===== config.mk =====
export PLATFORM = sky130hd
export DESIGN_NAME = quadratic_interp_random_ramp_core_flat
export DESIGN_NICKNAME = d
export VERILOG_FILES = /design/src/design/qir_pkg.sv /design/src/design/qir_ifs.sv /design/src/design/qir_lenmul.sv /design/src/design/qir_div.sv /design/src/design/qir_acc.sv /design/src/design/quadratic_interp_random_ramp_core.sv /design/src/flat_wrapper.sv
export SDC_FILE = /design/constraint.sdc
export NUM_CORES = 2
export LEC_CHECK = 0
export BUFFER_PORTS_ARGS = -buffer_cell sky130_fd_sc_hd__buf_4
export CAP_MARGIN = 20
export CORE_MARGIN = 5
export CORE_UTILIZATION = 36
export DETAILED_ROUTE_END_ITERATION = 8
export PLACE_DENSITY = 0.53
export RECOVER_POWER = 100
export SLEW_MARGIN = 30
export SYNTH_ARGS = -nofsm -noshare
export SYNTH_HDL_FRONTEND = slang
export SYNTH_SLANG_ARGS = --single-unit

===== constraint.sdc =====
create_clock -name clk -period 7.8 [get_ports clk]
set_input_delay 0.78 -clock clk [delete_from_list [all_inputs] [get_ports clk]]
set_output_delay 0.78 -clock clk [all_outputs]
set_load 0.005 [all_outputs]

===== src/design/qir_pkg.sv =====
// ----------------------------------------------------------------------------
// qir_pkg
// Shared constants, types and helpers of the quadratic interpolated ramp.
// ----------------------------------------------------------------------------
package qir_pkg;

  localparam int ACC_W           = 64;
  localparam int POINT_W         = 24;
  localparam int MID_W           = 25;
  localparam int MID_SHIFT       = 35;
  localparam int DIGIT_W         = 4;
  localparam int LENGTH_BITS_DEF = 16;
  localparam int SAMPLE_BITS_DEF = 24;
  localparam int SEG_LEN_RESET   = 441;
  localparam int MIN_LEN         = 2;

  localparam logic [ACC_W-1:0] ACC_MAX = {1'b0, {(ACC_W-1){1'b1}}};
  localparam logic [ACC_W-1:0] ACC_MIN = {1'b1, {(ACC_W-1){1'b0}}};

  typedef enum logic [2:0] {
    ST_IDLE,
    ST_MUL,
    ST_SUB,
    ST_DSTART,
    ST_DIV,
    ST_SAMPLE,
    ST_ACC,
    ST_EMIT
  } qir_state_t;

  typedef enum logic [1:0] {
    SU_IDLE,
    SU_RUN,
    SU_FIN
  } qir_unit_state_t;

  typedef enum logic [2:0] {
    AC_IDLE,
    AC_SLOPE,
    AC_SFIX,
    AC_LEVEL,
    AC_LFIX
  } qir_acc_state_t;

  typedef struct packed {
    logic start;
    logic level_ld;
    logic curv_ld;
  } qir_acc_ctl_t;

  function automatic logic [ACC_W-1:0] sat_value(input logic neg);
    sat_value = neg ? ACC_MIN : ACC_MAX;
  endfunction

endpackage


===== src/design/qir_ifs.sv =====
// ----------------------------------------------------------------------------
// qir_ifs
// Valid/ready channels of the ramp: random point in, sample out, length write.
// ----------------------------------------------------------------------------
interface qir_in_if;
  logic                          valid;
  logic                          ready;
  logic [qir_pkg::POINT_W-1:0]   random_point;

  modport source (output valid, output random_point, input ready);
  modport sink   (input valid, input random_point, output ready);
endinterface

interface qir_out_if #(
  parameter int SAMPLE_BITS = qir_pkg::SAMPLE_BITS_DEF
);
  logic                   valid;
  logic                   ready;
  logic [SAMPLE_BITS-1:0] output_sample;

  modport source (output valid, output output_sample, input ready);
  modport sink   (input valid, input output_sample, output ready);
endinterface

interface qir_cfg_if #(
  parameter int LENGTH_BITS = qir_pkg::LENGTH_BITS_DEF
);
  logic                   valid;
  logic                   ready;
  logic [LENGTH_BITS-1:0] segment_length;

  modport source (output valid, output segment_length, input ready);
  modport sink   (input valid, input segment_length, output ready);
endinterface


===== src/design/qir_lenmul.sv =====
// ----------------------------------------------------------------------------
// qir_lenmul
// Bit-serial saturating product of a signed Q4.59 value and a segment length.
// ----------------------------------------------------------------------------
module qir_lenmul #(
  parameter int LENGTH_BITS = qir_pkg::LENGTH_BITS_DEF
) (
  input  logic                       clk,
  input  logic                       rst_n,
  input  logic                       start,
  input  logic [qir_pkg::ACC_W-1:0]  slope,
  input  logic [LENGTH_BITS-1:0]     len,
  output logic                       done,
  output logic [qir_pkg::ACC_W-1:0]  prod
);

  localparam int AW    = qir_pkg::ACC_W;
  localparam int CNT_W = $clog2(LENGTH_BITS);

  qir_pkg::qir_unit_state_t state_r, state_nxt;
  logic [AW-1:0]          mag_r, mag_nxt;
  logic [LENGTH_BITS-1:0] lsr_r, lsr_nxt;
  logic [AW-2:0]          acc_r, acc_nxt;
  logic                   ovf_r, ovf_nxt;
  logic                   neg_r, neg_nxt;
  logic [CNT_W-1:0]       cnt_r, cnt_nxt;
  logic [AW-1:0]          prod_r, prod_nxt;
  logic                   done_r, done_nxt;
  logic [AW:0]            sum;

  assign sum = {1'b0, acc_r, 1'b0} + (lsr_r[LENGTH_BITS-1] ? {1'b0, mag_r} : '0);

  always_comb begin
    state_nxt = state_r;
    mag_nxt   = mag_r;
    lsr_nxt   = lsr_r;
    acc_nxt   = acc_r;
    ovf_nxt   = ovf_r;
    neg_nxt   = neg_r;
    cnt_nxt   = cnt_r;
    prod_nxt  = prod_r;
    done_nxt  = 1'b0;
    case (state_r)
      qir_pkg::SU_IDLE: begin
        if (start) begin
          neg_nxt   = slope[AW-1];
          mag_nxt   = slope[AW-1] ? (~slope + 1'b1) : slope;
          lsr_nxt   = len;
          acc_nxt   = '0;
          ovf_nxt   = 1'b0;
          cnt_nxt   = CNT_W'(LENGTH_BITS - 1);
          state_nxt = qir_pkg::SU_RUN;
        end
      end
      qir_pkg::SU_RUN: begin
        acc_nxt = sum[AW-2:0];
        ovf_nxt = ovf_r | (|sum[AW:AW-1]);
        lsr_nxt = {lsr_r[LENGTH_BITS-2:0], 1'b0};
        cnt_nxt = cnt_r - 1'b1;
        if (cnt_r == '0) begin
          state_nxt = qir_pkg::SU_FIN;
        end
      end
      qir_pkg::SU_FIN: begin
        if (ovf_r) begin
          prod_nxt = qir_pkg::sat_value(neg_r);
        end else if (neg_r) begin
          prod_nxt = ~{1'b0, acc_r} + 1'b1;
        end else begin
          prod_nxt = {1'b0, acc_r};
        end
        done_nxt  = 1'b1;
        state_nxt = qir_pkg::SU_IDLE;
      end
      default: state_nxt = qir_pkg::SU_IDLE;
    endcase
  end

  always_ff @(posedge clk) begin
    if (!rst_n) begin
      state_r <= qir_pkg::SU_IDLE;
      done_r  <= 1'b0;
    end else begin
      state_r <= state_nxt;
      done_r  <= done_nxt;
    end
  end

  always_ff @(posedge clk) begin
    mag_r  <= mag_nxt;
    lsr_r  <= lsr_nxt;
    acc_r  <= acc_nxt;
    ovf_r  <= ovf_nxt;
    neg_r  <= neg_nxt;
    cnt_r  <= cnt_nxt;
    prod_r <= prod_nxt;
  end

  assign done = done_r;
  assign prod = prod_r;

endmodule


===== src/design/qir_div.sv =====
// ----------------------------------------------------------------------------
// qir_div
// Restoring divider, one quotient bit per cycle, signed truncating quotient.
// ----------------------------------------------------------------------------
module qir_div #(
  parameter int DEN_W = 2 * qir_pkg::LENGTH_BITS_DEF - 1
) (
  input  logic                       clk,
  input  logic                       rst_n,
  input  logic                       start,
  input  logic [qir_pkg::ACC_W-1:0]  num,
  input  logic [DEN_W-1:0]           den,
  output logic                       done,
  output logic [qir_pkg::ACC_W-1:0]  quo
);

  localparam int AW    = qir_pkg::ACC_W;
  localparam int CNT_W = $clog2(AW);

  qir_pkg::qir_unit_state_t state_r, state_nxt;
  logic [AW-1:0]    q_r, q_nxt;
  logic [DEN_W-1:0] rem_r, rem_nxt;
  logic [DEN_W-1:0] den_r, den_nxt;
  logic             neg_r, neg_nxt;
  logic [CNT_W-1:0] cnt_r, cnt_nxt;
  logic [AW-1:0]    quo_r, quo_nxt;
  logic             done_r, done_nxt;
  logic [DEN_W:0]   trial;
  logic [DEN_W:0]   trial_sub;
  logic             ge;

  assign trial     = {rem_r, q_r[AW-1]};
  assign ge        = trial >= {1'b0, den_r};
  assign trial_sub = trial - {1'b0, den_r};

  always_comb begin
    state_nxt = state_r;
    q_nxt     = q_r;
    rem_nxt   = rem_r;
    den_nxt   = den_r;
    neg_nxt   = neg_r;
    cnt_nxt   = cnt_r;
    quo_nxt   = quo_r;
    done_nxt  = 1'b0;
    case (state_r)
      qir_pkg::SU_IDLE: begin
        if (start) begin
          neg_nxt   = num[AW-1];
          q_nxt     = num[AW-1] ? (~num + 1'b1) : num;
          rem_nxt   = '0;
          den_nxt   = den;
          cnt_nxt   = CNT_W'(AW - 1);
          state_nxt = qir_pkg::SU_RUN;
        end
      end
      qir_pkg::SU_RUN: begin
        rem_nxt = ge ? trial_sub[DEN_W-1:0] : trial[DEN_W-1:0];
        q_nxt   = {q_r[AW-2:0], ge};
        cnt_nxt = cnt_r - 1'b1;
        if (cnt_r == '0) begin
          state_nxt = qir_pkg::SU_FIN;
        end
      end
      qir_pkg::SU_FIN: begin
        quo_nxt   = neg_r ? (~q_r + 1'b1) : q_r;
        done_nxt  = 1'b1;
        state_nxt = qir_pkg::SU_IDLE;
      end
      default: state_nxt = qir_pkg::SU_IDLE;
    endcase
  end

  always_ff @(posedge clk) begin
    if (!rst_n) begin
      state_r <= qir_pkg::SU_IDLE;
      done_r  <= 1'b0;
    end else begin
      state_r <= state_nxt;
      done_r  <= done_nxt;
    end
  end

  always_ff @(posedge clk) begin
    q_r   <= q_nxt;
    rem_r <= rem_nxt;
    den_r <= den_nxt;
    neg_r <= neg_nxt;
    cnt_r <= cnt_nxt;
    quo_r <= quo_nxt;
  end

  assign done = done_r;
  assign quo  = quo_r;

endmodule


===== src/design/qir_acc.sv =====
// ----------------------------------------------------------------------------
// qir_acc
// Level, slope and curvature registers with digit-serial saturating updates.
// ----------------------------------------------------------------------------
module qir_acc (
  input  logic                       clk,
  input  logic                       rst_n,
  input  qir_pkg::qir_acc_ctl_t      ctl,
  input  logic [qir_pkg::ACC_W-1:0]  level_in,
  input  logic [qir_pkg::ACC_W-1:0]  curv_in,
  output logic [qir_pkg::ACC_W-1:0]  level,
  output logic [qir_pkg::ACC_W-1:0]  slope,
  output logic                       done
);

  localparam int AW     = qir_pkg::ACC_W;
  localparam int DW     = qir_pkg::DIGIT_W;
  localparam int NDIG   = AW / DW;
  localparam int DCNT_W = $clog2(NDIG);

  qir_pkg::qir_acc_state_t state_r, state_nxt;
  logic [AW-1:0]     level_r, level_nxt;
  logic [AW-1:0]     slope_r, slope_nxt;
  logic [AW-1:0]     curv_r, curv_nxt;
  logic [DCNT_W-1:0] cnt_r, cnt_nxt;
  logic              carry_r, carry_nxt;
  logic              sa_r, sa_nxt;
  logic              sb_r, sb_nxt;
  logic              done_r, done_nxt;
  logic [AW-1:0]     op_a;
  logic [AW-1:0]     op_b;
  logic              cin;
  logic [DW:0]       dsum;
  logic [AW-1:0]     rot_a;
  logic [AW-1:0]     rot_b;
  logic              last_dig;

  always_comb begin
    if (state_r == qir_pkg::AC_LEVEL) begin
      op_a = level_r;
      op_b = slope_r;
    end else begin
      op_a = slope_r;
      op_b = curv_r;
    end
  end

  assign cin      = (cnt_r == '0) ? 1'b0 : carry_r;
  assign dsum     = {1'b0, op_a[DW-1:0]} + {1'b0, op_b[DW-1:0]} + {{DW{1'b0}}, cin};
  assign rot_a    = {dsum[DW-1:0], op_a[AW-1:DW]};
  assign rot_b    = {op_b[DW-1:0], op_b[AW-1:DW]};
  assign last_dig = cnt_r == DCNT_W'(NDIG - 1);

  always_comb begin
    state_nxt = state_r;
    level_nxt = level_r;
    slope_nxt = slope_r;
    curv_nxt  = curv_r;
    cnt_nxt   = cnt_r;
    carry_nxt = carry_r;
    sa_nxt    = sa_r;
    sb_nxt    = sb_r;
    done_nxt  = 1'b0;
    case (state_r)
      qir_pkg::AC_IDLE: begin
        if (ctl.level_ld) begin
          level_nxt = level_in;
        end
        if (ctl.curv_ld) begin
          curv_nxt = curv_in;
        end
        if (ctl.start) begin
          cnt_nxt   = '0;
          state_nxt = qir_pkg::AC_SLOPE;
        end
      end
      qir_pkg::AC_SLOPE: begin
        slope_nxt = rot_a;
        curv_nxt  = rot_b;
        carry_nxt = dsum[DW];
        cnt_nxt   = cnt_r + 1'b1;
        if (cnt_r == '0) begin
          sa_nxt = op_a[AW-1];
          sb_nxt = op_b[AW-1];
        end
        if (last_dig) begin
          state_nxt = qir_pkg::AC_SFIX;
        end
      end
      qir_pkg::AC_SFIX: begin
        if (sa_r == sb_r && slope_r[AW-1] != sa_r) begin
          slope_nxt = qir_pkg::sat_value(sa_r);
        end
        cnt_nxt   = '0;
        state_nxt = qir_pkg::AC_LEVEL;
      end
      qir_pkg::AC_LEVEL: begin
        level_nxt = rot_a;
        slope_nxt = rot_b;
        carry_nxt = dsum[DW];
        cnt_nxt   = cnt_r + 1'b1;
        if (cnt_r == '0) begin
          sa_nxt = op_a[AW-1];
          sb_nxt = op_b[AW-1];
        end
        if (last_dig) begin
          state_nxt = qir_pkg::AC_LFIX;
        end
      end
      qir_pkg::AC_LFIX: begin
        if (sa_r == sb_r && level_r[AW-1] != sa_r) begin
          level_nxt = qir_pkg::sat_value(sa_r);
        end
        done_nxt  = 1'b1;
        state_nxt = qir_pkg::AC_IDLE;
      end
      default: state_nxt = qir_pkg::AC_IDLE;
    endcase
  end

  always_ff @(posedge clk) begin
    if (!rst_n) begin
      state_r <= qir_pkg::AC_IDLE;
      level_r <= '0;
      slope_r <= '0;
      curv_r  <= '0;
      done_r  <= 1'b0;
    end else begin
      state_r <= state_nxt;
      level_r <= level_nxt;
      slope_r <= slope_nxt;
      curv_r  <= curv_nxt;
      done_r  <= done_nxt;
    end
  end

  always_ff @(posedge clk) begin
    cnt_r   <= cnt_nxt;
    carry_r <= carry_nxt;
    sa_r    <= sa_nxt;
    sb_r    <= sb_nxt;
  end

  assign level = level_r;
  assign slope = slope_r;
  assign done  = done_r;

endmodule


===== src/design/quadratic_interp_random_ramp_core.sv =====
// ----------------------------------------------------------------------------
// quadratic_interp_random_ramp_core
// Smooth random ramp: quadratic segments between midpoints of random points.
// ----------------------------------------------------------------------------
// Sequencing: an item inside a segment runs two 16-digit passes of the 4-bit
//   serial adder (slope, then level); an item that opens a segment first runs
//   the bit-serial length multiply and the 64-step divide.
// Throughput: one item in flight; the next transfer can be taken in the same
//   cycle the result goes valid, once the output register is free.
// Reset: state clears, length returns to 441, the first item opens a segment.
module quadratic_interp_random_ramp_core #(
  parameter int LENGTH_BITS = qir_pkg::LENGTH_BITS_DEF,
  parameter int SAMPLE_BITS = qir_pkg::SAMPLE_BITS_DEF
) (
  input  logic       clk,
  input  logic       rst_n,
  qir_in_if.sink     in_port,
  qir_out_if.source  out_port,
  qir_cfg_if.sink    cfg_port
);

  localparam int AW        = qir_pkg::ACC_W;
  localparam int PW        = qir_pkg::POINT_W;
  localparam int MW        = qir_pkg::MID_W;
  localparam int MS        = qir_pkg::MID_SHIFT;
  localparam int DEN_W     = 2 * LENGTH_BITS - 1;
  localparam int PROD_W    = 2 * LENGTH_BITS + 1;
  localparam int OUT_SHIFT = AW - 3 - SAMPLE_BITS;
  localparam int RND_W     = AW - OUT_SHIFT + 1;

  qir_pkg::qir_state_t state_r, state_nxt;
  logic [LENGTH_BITS-1:0] seg_len_r, seg_len_nxt;
  logic [LENGTH_BITS-1:0] left_r, left_nxt;
  logic [PW-1:0]          point_r, point_nxt;
  logic [MW-1:0]          mid_r, mid_nxt;
  logic [DEN_W-1:0]       den_r, den_nxt;
  logic [AW-1:0]          num1_r, num1_nxt;
  logic [AW-1:0]          num_r, num_nxt;
  logic [SAMPLE_BITS-1:0] sample_r, sample_nxt;
  logic                   out_valid_r, out_valid_nxt;
  logic [SAMPLE_BITS-1:0] out_data_r, out_data_nxt;

  logic                   in_xfer;
  logic                   seg_start;
  logic [LENGTH_BITS-1:0] len_eff;
  logic [LENGTH_BITS:0]   len_p1;
  logic [PROD_W-1:0]      den_full;
  logic [MW-1:0]          mid_new;
  logic [MW:0]            mid_diff;
  logic [AW-1:0]          level_seg;
  logic [AW-1:0]          num_diff;
  logic                   num_ovf;
  logic [RND_W-1:0]       rnd;
  logic                   rnd_in_range;
  logic [SAMPLE_BITS-1:0] sample_val;

  logic                   mul_start;
  logic                   mul_done;
  logic [AW-1:0]          mul_prod;
  logic                   div_start;
  logic                   div_done;
  logic [AW-1:0]          div_quo;
  qir_pkg::qir_acc_ctl_t  acc_ctl;
  logic [AW-1:0]          acc_level;
  logic [AW-1:0]          acc_slope;
  logic                   acc_done;

  assign in_port.ready  = state_r == qir_pkg::ST_IDLE;
  assign in_xfer        = in_port.valid & in_port.ready;
  assign cfg_port.ready = 1'b1;

  assign seg_start = left_r == '0;
  assign len_eff   = (seg_len_r < LENGTH_BITS'(qir_pkg::MIN_LEN)) ?
                     LENGTH_BITS'(qir_pkg::MIN_LEN) : seg_len_r;
  assign len_p1    = {1'b0, len_eff} + 1'b1;
  assign den_full  = PROD_W'(len_eff) * PROD_W'(len_p1);

  assign mid_new   = {point_r[PW-1], point_r} +
                     {in_port.random_point[PW-1], in_port.random_point};
  assign mid_diff  = {mid_new[MW-1], mid_new} - {mid_r[MW-1], mid_r};
  assign level_seg = {{(AW-MS-MW){mid_r[MW-1]}}, mid_r, {MS{1'b0}}};

  assign num_diff = num1_r - mul_prod;
  assign num_ovf  = (num1_r[AW-1] != mul_prod[AW-1]) && (num_diff[AW-1] != num1_r[AW-1]);

  assign rnd          = {acc_level[AW-1], acc_level[AW-1:OUT_SHIFT]} +
                        RND_W'(acc_level[OUT_SHIFT-1]);
  assign rnd_in_range = (&rnd[RND_W-1:SAMPLE_BITS-1]) | ~(|rnd[RND_W-1:SAMPLE_BITS-1]);
  assign sample_val   = rnd_in_range ? rnd[SAMPLE_BITS-1:0] :
                        (rnd[RND_W-1] ? {1'b1, {(SAMPLE_BITS-1){1'b0}}} :
                                        {1'b0, {(SAMPLE_BITS-1){1'b1}}});

  always_comb begin
    state_nxt     = state_r;
    seg_len_nxt   = seg_len_r;
    left_nxt      = left_r;
    point_nxt     = point_r;
    mid_nxt       = mid_r;
    den_nxt       = den_r;
    num1_nxt      = num1_r;
    num_nxt       = num_r;
    sample_nxt    = sample_r;
    out_data_nxt  = out_data_r;
    out_valid_nxt = out_valid_r & ~out_port.ready;
    mul_start     = 1'b0;
    div_start     = 1'b0;
    acc_ctl       = '0;

    if (cfg_port.valid) begin
      seg_len_nxt = cfg_port.segment_length;
    end

    case (state_r)
      qir_pkg::ST_IDLE: begin
        if (in_xfer) begin
          if (seg_start) begin
            point_nxt        = in_port.random_point;
            mid_nxt          = mid_new;
            den_nxt          = den_full[DEN_W:1];
            num1_nxt         = {{(AW-MS-MW-1){mid_diff[MW]}}, mid_diff, {MS{1'b0}}};
            left_nxt         = len_eff - 1'b1;
            acc_ctl.level_ld = 1'b1;
            mul_start        = 1'b1;
            state_nxt        = qir_pkg::ST_MUL;
          end else begin
            left_nxt  = left_r - 1'b1;
            state_nxt = qir_pkg::ST_SAMPLE;
          end
        end
      end
      qir_pkg::ST_MUL: begin
        if (mul_done) begin
          state_nxt = qir_pkg::ST_SUB;
        end
      end
      qir_pkg::ST_SUB: begin
        num_nxt   = num_ovf ? qir_pkg::sat_value(num1_r[AW-1]) : num_diff;
        state_nxt = qir_pkg::ST_DSTART;
      end
      qir_pkg::ST_DSTART: begin
        div_start = 1'b1;
        state_nxt = qir_pkg::ST_DIV;
      end
      qir_pkg::ST_DIV: begin
        if (div_done) begin
          acc_ctl.curv_ld = 1'b1;
          state_nxt       = qir_pkg::ST_SAMPLE;
        end
      end
      qir_pkg::ST_SAMPLE: begin
        sample_nxt    = sample_val;
        acc_ctl.start = 1'b1;
        state_nxt     = qir_pkg::ST_ACC;
      end
      qir_pkg::ST_ACC: begin
        if (acc_done) begin
          state_nxt = qir_pkg::ST_EMIT;
        end
      end
      qir_pkg::ST_EMIT: begin
        if (!out_valid_r || out_port.ready) begin
          out_data_nxt  = sample_r;
          out_valid_nxt = 1'b1;
          state_nxt     = qir_pkg::ST_IDLE;
        end
      end
      default: state_nxt = qir_pkg::ST_IDLE;
    endcase
  end

  always_ff @(posedge clk) begin
    if (!rst_n) begin
      state_r     <= qir_pkg::ST_IDLE;
      seg_len_r   <= LENGTH_BITS'(qir_pkg::SEG_LEN_RESET);
      left_r      <= '0;
      point_r     <= '0;
      mid_r       <= '0;
      out_valid_r <= 1'b0;
    end else begin
      state_r     <= state_nxt;
      seg_len_r   <= seg_len_nxt;
      left_r      <= left_nxt;
      point_r     <= point_nxt;
      mid_r       <= mid_nxt;
      out_valid_r <= out_valid_nxt;
    end
  end

  always_ff @(posedge clk) begin
    den_r      <= den_nxt;
    num1_r     <= num1_nxt;
    num_r      <= num_nxt;
    sample_r   <= sample_nxt;
    out_data_r <= out_data_nxt;
  end

  qir_lenmul #(
    .LENGTH_BITS(LENGTH_BITS)
  ) u_lenmul (
    .clk   (clk),
    .rst_n (rst_n),
    .start (mul_start),
    .slope (acc_slope),
    .len   (len_eff),
    .done  (mul_done),
    .prod  (mul_prod)
  );

  qir_div #(
    .DEN_W(DEN_W)
  ) u_div (
    .clk   (clk),
    .rst_n (rst_n),
    .start (div_start),
    .num   (num_r),
    .den   (den_r),
    .done  (div_done),
    .quo   (div_quo)
  );

  qir_acc u_acc (
    .clk      (clk),
    .rst_n    (rst_n),
    .ctl      (acc_ctl),
    .level_in (level_seg),
    .curv_in  (div_quo),
    .level    (acc_level),
    .slope    (acc_slope),
    .done     (acc_done)
  );

  assign out_port.valid         = out_valid_r;
  assign out_port.output_sample = out_data_r;

endmodule


===== src/flat_wrapper.sv =====
// flat-port wrapper written by rule: the top's interface ports become plain ports
module quadratic_interp_random_ramp_core_flat 
#(
  parameter int LENGTH_BITS = qir_pkg::LENGTH_BITS_DEF,
  parameter int SAMPLE_BITS = qir_pkg::SAMPLE_BITS_DEF
)
  (clk, rst_n, in_port_valid, in_port_random_point, in_port_ready, out_port_valid, out_port_output_sample, out_port_ready, cfg_port_valid, cfg_port_segment_length, cfg_port_ready);
  qir_in_if in_port_i ();
  qir_out_if #(.SAMPLE_BITS(SAMPLE_BITS)) out_port_i ();
  qir_cfg_if #(.LENGTH_BITS(LENGTH_BITS)) cfg_port_i ();
  input  logic clk;
  input  logic rst_n;
  input wire logic [$bits(in_port_i.valid)-1:0] in_port_valid;
  input wire logic [$bits(in_port_i.random_point)-1:0] in_port_random_point;
  output wire logic [$bits(in_port_i.ready)-1:0] in_port_ready;
  output wire logic [$bits(out_port_i.valid)-1:0] out_port_valid;
  output wire logic [$bits(out_port_i.output_sample)-1:0] out_port_output_sample;
  input wire logic [$bits(out_port_i.ready)-1:0] out_port_ready;
  input wire logic [$bits(cfg_port_i.valid)-1:0] cfg_port_valid;
  input wire logic [$bits(cfg_port_i.segment_length)-1:0] cfg_port_segment_length;
  output wire logic [$bits(cfg_port_i.ready)-1:0] cfg_port_ready;
  assign in_port_i.valid = in_port_valid;
  assign in_port_i.random_point = in_port_random_point;
  assign in_port_ready = in_port_i.ready;
  assign out_port_valid = out_port_i.valid;
  assign out_port_output_sample = out_port_i.output_sample;
  assign out_port_i.ready = out_port_ready;
  assign cfg_port_i.valid = cfg_port_valid;
  assign cfg_port_i.segment_length = cfg_port_segment_length;
  assign cfg_port_ready = cfg_port_i.ready;
  quadratic_interp_random_ramp_core #(.LENGTH_BITS(LENGTH_BITS), .SAMPLE_BITS(SAMPLE_BITS)) u_core (.clk(clk), .rst_n(rst_n), .in_port(in_port_i), .out_port(out_port_i), .cfg_port(cfg_port_i));
endmodule

==> metrics.cfg <==
[worst_setup_path]
cp_common_cell=fa_1
cp-end-kind=register
max_stage_delay_ns=0.53
setup.worst_path.class=reg -> reg
critPathMaxFanout=5
arrival_ns=7.96
startpoint_type=register
crit_required_ns=8.24
cpMaxStageDelayCell=fa_1

[synthesis]
syn_avg_cell_area_um2=9.48
synthesis.area_um2=58300
ys_ff_latch=873
synth-seq-area-share_pct=40.1
yosys.cell_types.count=84
yosys_warnings=0
synth_edf_count=586
synth_nets=6712
synth-main-ff-cell=edfxtp_1
synthArstFlopShare_pct=0
syn-instance-count=6145

[timing]
finalClockSkew_ns=0.0614
setup_tns_ns=0
worst_slew_pin_slew_ns=3.77
slew_viol_final=1579
hold_ws_ns=0.307
fmaxAchievable_mhz=133
slew-limit-headroom_pct=-152
hold_violations=0
setup_viol=0
period_minus_slack_ns=7.52
period_share_pct=96.5

[global_route]
antenna_found_initial=8
grt_overflow_total=0
grt_max_degree=119
grt_pass1_vias=43500
grt_pass1_wl_mm=250
grt_usage_pct=18.4

[route]
routed_wl_mm=160
dr_total_vias=44100
drt_iter0_drc=3081
dr.pass1.iters=5
via_per_inst=5.27
ant_nets=0
wl_per_cell_um=19.1
remaining_drc_errors=0

[layout]
final_util_pct=40.3
drive_above_1_share_pct=6.85
syn_to_final_growth_pct=11.1
layout_common_cells=edfxtp_1 (586), nand2_1 (553), nor2_1 (479), inv_1 (449), o21ai_0 (411)
finalNetCount=6683
layout_commonest_cell=edfxtp_1

[power_and_ir_drop]
power_density_nw_per_um2=400
leakagePower_nw=25.1
max-vdd-ir-drop_mv=0.330

[place]
hpwl_mm=119
globalplace.congestion=0.877
io_buffer_count=70

[job]
max_cap_violations=26

[clocking]
root_buffer=clkbuf_16
ctsHtreeMaxLevel=3
clock_latency_ns=0.73
cts_buffers=100
cts_num_sinks=873
clkTransAtPathRegs_ns=0.06
cts_tree=yes
cts_buffer_depth=3

[worst_hold_path]
hp-class=in -> reg

[die]
fp.dieH_um=412
core_area_um2=161000
initial_core_util_pct=36.2
num_rows=147
die_x_um=412
die_area_um2=170000
io_pins=72

[run_status]
violations=max-capacitance violations, max-slew violations
status=finished with violations

## final timing paths
kind | slack (ns) | endpoint | start | cells past startpoint
worst max-delay path | 0.28 | u_core.den_r[24] | u_core.seg_len_r[5] | 29
worst min-delay path | 0.31 | u_core.seg_len_r[7] | cfg_port_segment_length[7] | 3
worst max register to register | 0.28 | u_core.den_r[24] | u_core.seg_len_r[5] | 29
worst min register to register | 0.41 | u_core.u_div.den_r[24] | u_core.den_r[24] | 0
## area by class of cell
cell class	instances	area, um^2
antenna	1	2.50
clock buffer	133	2700
clock inverter	54	593
fill	15900	96000
inverter	454	1710
multi-input combinational	4491	32300
sequential	873	23300
tap	2160	2700
timing repair buffer	196	1380
## kinds of logic after synthesis
group	share of synthesized area [%]
other	0.00644
adders and majority gates	14.0
AOI/OAI and AO/OA	16.1
DFF	40.1
xor gates and xnor gates	6.30
buffers and inverters	5.04
and+or+nand+nor	16.6
muxes	1.87
## timing repair
item                                    in CTS  in global routing
endpoints found under the hold margin        0                  0
hold buffers                                 0                  0
endpoints found under the setup margin       3                  7
buffers inserted                             0                  6
gates resized for setup                      5                 57
pin swaps                                    1                 30
## flip-flops by register name, indices dropped and copies added (netlist names), 26 cells and up
register / cells
u_core.u_acc.slope: 64
u_core.u_lenmul.acc_r: 63
u_core.u_div.den_r: 31
u_core.u_div.q_r: 64
u_core.u_lenmul.prod: 64
u_core.u_div.rem_r: 31
u_core.u_acc.level: 64
u_core.u_acc.curv_r: 64
u_core.u_div.quo: 64
u_core.num_r: 64
u_core.num1_r: 26
u_core.den_r: 31
u_core.u_lenmul.mag_r: 64
## synth_stat cells, types with 87 or more instances
master,n,share of area (%)
and2_1,94,1.0
o31ai_1,87,1.1
nor2b_1,123,1.3
fa_1,214,7.4
nand2_1,555,3.6
nor2_1,483,3.1
edfxtp_1,586,30
o21ai_0,411,3.5
xor2_1,163,2.5
a211oi_1,97,1.2
a21o_1,91,1.2
clkbuf_1,310,2.0
inv_1,451,2.9
dfxtp_1,287,9.9
mux2i_1,102,1.8
ha_1,308,6.6
xnor2_1,256,3.8
nand2b_1,167,1.8
nor3_1,110,0.94
a21oi_1,375,3.2
## metal layers
| layer | global-route usage, % | wire length (um) | vias up |
|---|---|---|---|
| met5 | 0 | 0 | - |
| met4 | 4.55 | 4020 | 0 |
| met3 | 2.82 | 7540 | 205 |
| met2 | 30.3 | 74300 | 882 |
| met1 | 25.4 | 73900 | 21300 |
| li1 | - | - | 21700 |
## through the flow
| stage | total power [mW] | instance area (um^2) | cells | setup WS (ns) |
|---|---|---|---|---|
| after floorplan | 17.0 | 58300 | 6145 | 0.0133 |
| after global placement | 20.6 | 61300 | 8167 | -0.0684 |
| after detailed placement | 20.7 | 61300 | 8167 | -0.115 |
| after CTS | 25.6 | 64700 | 8354 | 0.00770 |
| after global routing | 28.0 | 64700 | 8361 | -0.00302 |
| final | 25.9 | 64700 | 8362 | 0.276 |
## power breakdown
group          leakage (nW)  internal, mW  total (mW)  switching, mW
Combinational          15.8          5.46        13.4           7.99
Sequential             7.68          6.85        7.77          0.914
Clock                  1.58          2.69        4.70           2.01
## critical path, delay by kind of cell (launching register included)
family          cells  cell delay, ns
fa+ha+maj           9            3.70
simple gates       10            1.61
compound gates      4            1.07
buf+inv             5            0.37
flops               1            0.33
xor+xnor            1            0.15
Note: power is estimated with default switching activity, not from simulation.
